[config.mk]
export PLATFORM = sky130hd
export DESIGN_NAME = cml_curve_mem
export DESIGN_NICKNAME = d
export VERILOG_FILES = /design/src/hw/rtl/cml_pkg.sv /design/src/hw/rtl/cml_curve_mem.sv
export SDC_FILE = /design/constraint.sdc
export NUM_CORES = 2
export LEC_CHECK = 0
export BUFFER_PORTS_ARGS = -buffer_cell sky130_fd_sc_hd__buf_2
export CORE_MARGIN = 4
export CORE_UTILIZATION = 55
export DETAILED_ROUTE_END_ITERATION = 12
export PLACE_DENSITY = 0.67
export SLEW_MARGIN = 40
export SYNTH_ARGS = -nofsm -noshare
export SYNTH_HDL_FRONTEND = slang
export SYNTH_SLANG_ARGS = --single-unit
[constraint.sdc]
create_clock -name i_clk -period 6.65 [get_ports i_clk]
set_input_delay 0.3325 -clock i_clk [delete_from_list [all_inputs] [get_ports i_clk]]
set_output_delay 0.3325 -clock i_clk [all_outputs]
set_load 0.05 [all_outputs]
[src/hw/rtl/cml_pkg.sv]
// Shared widths, codes and constants of the color matching lookup unit.
package cml_pkg;

    localparam int WL_W       = 18;   // wavelength, nm with 8 fraction bits
    localparam int VAL_W      = 16;   // curve value, unsigned Q2.14
    localparam int ROW_IDX_W  = 7;    // row index field of a write word
    localparam int CURVE_W    = 2;
    localparam int NUM_CURVES = 3;
    localparam int CFG_IDX_W  = 1;

    localparam int TABLE_ROWS_DEF = 128;

    // Operation codes carried in the slave-side tuser.
    localparam logic OP_LOOKUP = 1'b0;
    localparam logic OP_WRITE  = 1'b1;

    // Curve codes.
    localparam logic [CURVE_W-1:0] CURVE_X = 2'd0;
    localparam logic [CURVE_W-1:0] CURVE_Y = 2'd1;
    localparam logic [CURVE_W-1:0] CURVE_Z = 2'd2;

    // Configuration register indexes.
    localparam logic [CFG_IDX_W-1:0] REG_MIN_WL = 1'b0;
    localparam logic [CFG_IDX_W-1:0] REG_MAX_WL = 1'b1;

    localparam logic [WL_W-1:0] MIN_WL_RESET = 18'd92160;   // 360 nm
    localparam logic [WL_W-1:0] MAX_WL_RESET = 18'd212480;  // 830 nm

    // One table step is 5 nm = 1280 in wavelength units.
    localparam int              FRAC_W     = 8;
    localparam int              STEP_HI_W  = WL_W - FRAC_W;     // 10
    localparam int              REM_W      = 11;               // 0..1279
    localparam logic [REM_W-1:0] STEP_FIXED = 11'd1280;

    // Divide by 5 through reciprocals: (x * 205) >> 10 for x < 1024,
    // (x * 419431) >> 21 for x < 2^19.
    localparam int                   ROW_Q_W      = 8;
    localparam int                   HI_PROD_W    = 18;
    localparam logic [HI_PROD_W-1:0] RECIP5_HI    = 18'd205;
    localparam int                   RECIP5_HI_SH = 10;
    localparam int                   PROD_W       = 27;
    localparam int                   SCALED_W     = PROD_W - FRAC_W;  // 19
    localparam int                   QMUL_W       = 2 * SCALED_W;     // 38
    localparam logic [QMUL_W-1:0]    RECIP5_LO    = 38'd419431;
    localparam int                   RECIP5_LO_SH = 21;

endpackage

[src/hw/rtl/cml_curve_mem.sv]
// One curve of the table, split into even and odd row banks for a row-pair read.
module cml_curve_mem #(
    parameter int  TABLE_ROWS = cml_pkg::TABLE_ROWS_DEF,
    localparam int RW         = ($clog2(TABLE_ROWS) < 2) ? 2 : $clog2(TABLE_ROWS)
) (
    input  logic                      i_clk,
    input  logic                      i_wr_en,
    input  logic                      i_rd_en,
    input  logic [RW-1:0]             i_row,
    input  logic [cml_pkg::VAL_W-1:0] i_wr_data,
    output logic [cml_pkg::VAL_W-1:0] o_a,
    output logic [cml_pkg::VAL_W-1:0] o_b
);

    localparam int AW    = RW - 1;
    localparam int DEPTH = 1 << AW;

    logic [cml_pkg::VAL_W-1:0] r_even_mem [DEPTH];
    logic [cml_pkg::VAL_W-1:0] r_odd_mem  [DEPTH];
    logic [cml_pkg::VAL_W-1:0] r_even_q;
    logic [cml_pkg::VAL_W-1:0] r_odd_q;
    logic                      r_par;
    logic [RW-1:0]             row_plus;

    // Rows r and r+1 always fall in opposite banks.
    assign row_plus = i_row + RW'(1);

    always_ff @(posedge i_clk) begin
        if (i_wr_en) begin
            if (i_row[0]) begin
                r_odd_mem[i_row[RW-1:1]] <= i_wr_data;
            end else begin
                r_even_mem[i_row[RW-1:1]] <= i_wr_data;
            end
        end
        if (i_rd_en) begin
            r_even_q <= r_even_mem[row_plus[RW-1:1]];
            r_odd_q  <= r_odd_mem[i_row[RW-1:1]];
            r_par    <= i_row[0];
        end
    end

    // Put the lower row first.
    assign o_a = r_par ? r_odd_q  : r_even_q;
    assign o_b = r_par ? r_even_q : r_odd_q;

endmodule
==> impl_metrics.toml <==
[cts]
cts_max_path_buffers = 3
insertion_delay_ns = 0.84
cts_sinks = 2081
cts-htree-levels = 4
post_cts_resized = 0
cts_tree = "yes"
cts_root_buf = "clkbuf_16"
cts_buffers = 200
clk_pin_slew_ns = 0.06

[worst_setup_path]
critPathArrivalTime_ns = 4.56
critPathRequiredTime_ns = 7.22
cp.depth = 9
critPathSlowestCell = "ha_4"
r2r_start = "r_odd_mem[57][11]$_DFFE_PP_"
worstPathCellList = "dlygate4sd3_1 > buf_2 > ha_4 > buf_12 > buf_12 > mux4_2 > a222oi_1 > nand2_1 > and4_1"
timing.rr.end = "r_odd_q[11]$_DFFE_PP_"
r2r_cells = 6
max_stage_delay_ns = 0.83
cp_common_cell = "buf_12"
endpoint = "r_even_q[15]$_DFFE_PP_"
criticalPathCategory = "in2reg"
cp_top_family = "buffers and inverters"
path_buf_inv = 4
end_kind = "flip-flop"
cp_max_fo = 45
crit_start = "i_row[0]"
reg2reg_slack_ns = 3.85
startpoint_type = "input pin"

[global_routing]
gr-usage-met2_pct = 42.1
busiest_layer = "met1"
globalRoute.totalOverflow = 0
grt_pass1_wl_um = 308000
grt_pass1_vias = 40421
grt_max_degree = 90
grt_util_met1_pct = 43.0
antenna_found_initial = 18
track_usage_pct = 28.7
gr-usage-met3_pct = 8.06

[cells_and_area]
utilization_pct = 62.3
drive_gt1_share_pct = 24.2
nets = 4142
syn_to_final_growth_pct = 12.4
fin_cells = 6194
stdcell_area_sq_mm = 0.0897

[synthesis]
synth_edf_count = 2081
synth_commonest_cells = "edfxtp_1 (2081), mux4_2 (341), nor2_1 (198), nand2_1 (135), a221oi_1 (123)"
synthTopCellsByArea = "edfxtp_1 (78%), mux4_2 (9.6%), mux2_2 (1.5%), mux2i_1 (1.4%), a221oi_1 (1.3%)"
ys_ff_latch = 2081
synth_seq_area_share_pct = 78.2
async_flop_share_pct = 0
avgSynthCellArea_sq_um = 20.6
yosysUniqueCellTypes = 66
synth_most_common_cell = "edfxtp_1"
netlist.top_cell.by_area = "edfxtp_1"
syn_area_sq_mm = 0.0799
yosysTopAreaCellShare_pct = 78.2
synth_flop_cell = "edfxtp_1"
syn_inst = 3880
synth_nets = 3907
ys_warn_count = 0

[drt]
wl_per_cell_um = 35.2
drtIter0Drc = 6539
postRouteWirelength_um = 218000
vias = 42450
ant_nets = 0
first_pass_iters = 8
drc = 0
viasPerCell = 6.85

[sta]
setup_ws_ns = 2.66
final_hold_viol_count = 0
max_slew.worst_pin.slew_ns = 0.954
rsz0062_at_grt = "no"
max_freq_mhz = 251
skew_ns = 0.0334
hold_slack_ns = 0.0145
setup_viol = 0
max_slew_margin_pct = 36.4
drv_slew = 0
post-route-period-util_pct = 60.0
setup_tns_ns = 0
period_minus_slack_ns = 3.99

[worst_hold_path]
hp-class = "in2reg"
worstHoldPathCells = 1

[die]
rows = 139
fp.dieW_um = 389
die-area_sq_mm = 0.151
coreArea_sq_mm = 0.144
io_pins = 58
die_h_um = 389
start_util_pct = 55.5

[placement]
placed_cells = 5809
dpl-instance-area_sq_mm = 0.0833
gp_congestion = 0.940
portBuffers = 57
place_hpwl_um = 129000
dpl_worst_slack_ns = 2.18

[pwr]
powerDensity_mw_per_mm2 = 305
totalPowerFinal_mw = 27.3
vdd_drop_max_v = 0.000250
leakage_nw = 28.2

[run_status]
status = "complete, no violations"

[job]
drv_cap = 0
-- state kept, by name, indices dropped and copies added (netlist names) --
name / count
r_odd_mem: 1024
r_even_q: 16
r_par: 1
r_even_mem: 1024
r_odd_q: 16
-- metal layers --
layer,share of wire [%],routed length (um)
met5,0.033,72
met3,13,28900
met2,45,98300
met1,39,84400
met4,2.8,6180
-- cells in the final DEF, fill, tap and decap left out, types with 10 or more instances in the layout --
master / synthesis / final
edfxtp_1: 2081 / 2081
mux4_2: 341 / 341
clkbuf_16: 0 / 202
buf_4: 22 / 202
nor2_1: 198 / 177
nand2_1: 135 / 135
a221oi_1: 123 / 122
mux2i_1: 110 / 109
a22oi_1: 106 / 106
mux2_2: 105 / 105
a21oi_1: 64 / 64
o22ai_1: 63 / 63
clkinv_1: 1 / 59
o21ai_0: 59 / 57
clkbuf_1: 88 / 42
buf_2: 100 / 38
a222oi_1: 36 / 36
clkinv_2: 0 / 33
a221o_1: 25 / 25
a22o_1: 22 / 22
nand3b_1: 17 / 17
and4_1: 15 / 15
nor2_4: 0 / 12
bufinv_16: 0 / 12
buf_12: 1 / 12
buf_6: 7 / 11
nor2_2: 1 / 10
-- logic make-up after synthesis --
group | count (synthesis) | synth area share [%]
adders and majority gates | 1 | 0.0157
xor gates and xnor gates | 5 | 0.0877
AOI/OAI and AO/OA | 553 | 5.18
and+or+nand+nor | 438 | 2.47
buffers and inverters | 244 | 1.49
muxes | 558 | 12.5
DFF | 2081 | 78.2
-- worst reg2reg max path: stages (launching register included) --
cell and delay (ns):
edfxtp_1 0.35, mux2_2 0.27, a221o_1 0.30, a222oi_1 0.34, o22ai_1 0.17, nor4bb_2 0.61, o2111ai_1 0.39
-- power by group --
part / internal, mW / total, mW / switching, mW / leakage (nW)
logic: 0.632 / 1.89 / 1.26 / 6.48
registers: 14.5 / 14.6 / 0.0575 / 18.7
clock network: 6.05 / 10.9 / 4.82 / 3.03
total: 21.2 / 27.3 / 6.13 / 28.2
-- how the worst min path moves through the flow --
stage | from | endpoint
final | i_wr_data[9] | r_even_mem[27][9]$_DFFE_PP_
after global routing | i_wr_data[6] | r_even_mem[46][6]$_DFFE_PP_
after CTS | i_wr_data[5] | r_odd_mem[47][5]$_DFFE_PP_
after detailed placement | i_row[0] | r_par$_DFFE_PP_
after global placement | r_odd_mem[5][4]$_DFFE_PP_ | r_odd_q[4]$_DFFE_PP_
after floorplan | i_wr_data[0] | r_even_mem[0][0]$_DFFE_PP_
-- cell type report --
type                    count  area [sq um]
repair buffers            272          2180
diodes                      8          20.0
fillers                  9793         54300
well taps                1903          2380
multi-input cells        1555         16400
flip-flops and latches   2081         62500
clock inverters           126          1030
inverters                   5          20.0
clock buffers             244          5210
-- repair_timing --
item,in CTS,in global routing
setup endpoints to repair,0,0
buffers inserted,0,0
hold endpoints to repair,53,12
hold buffers,4,1
Power figures use the tool's default switching activity.
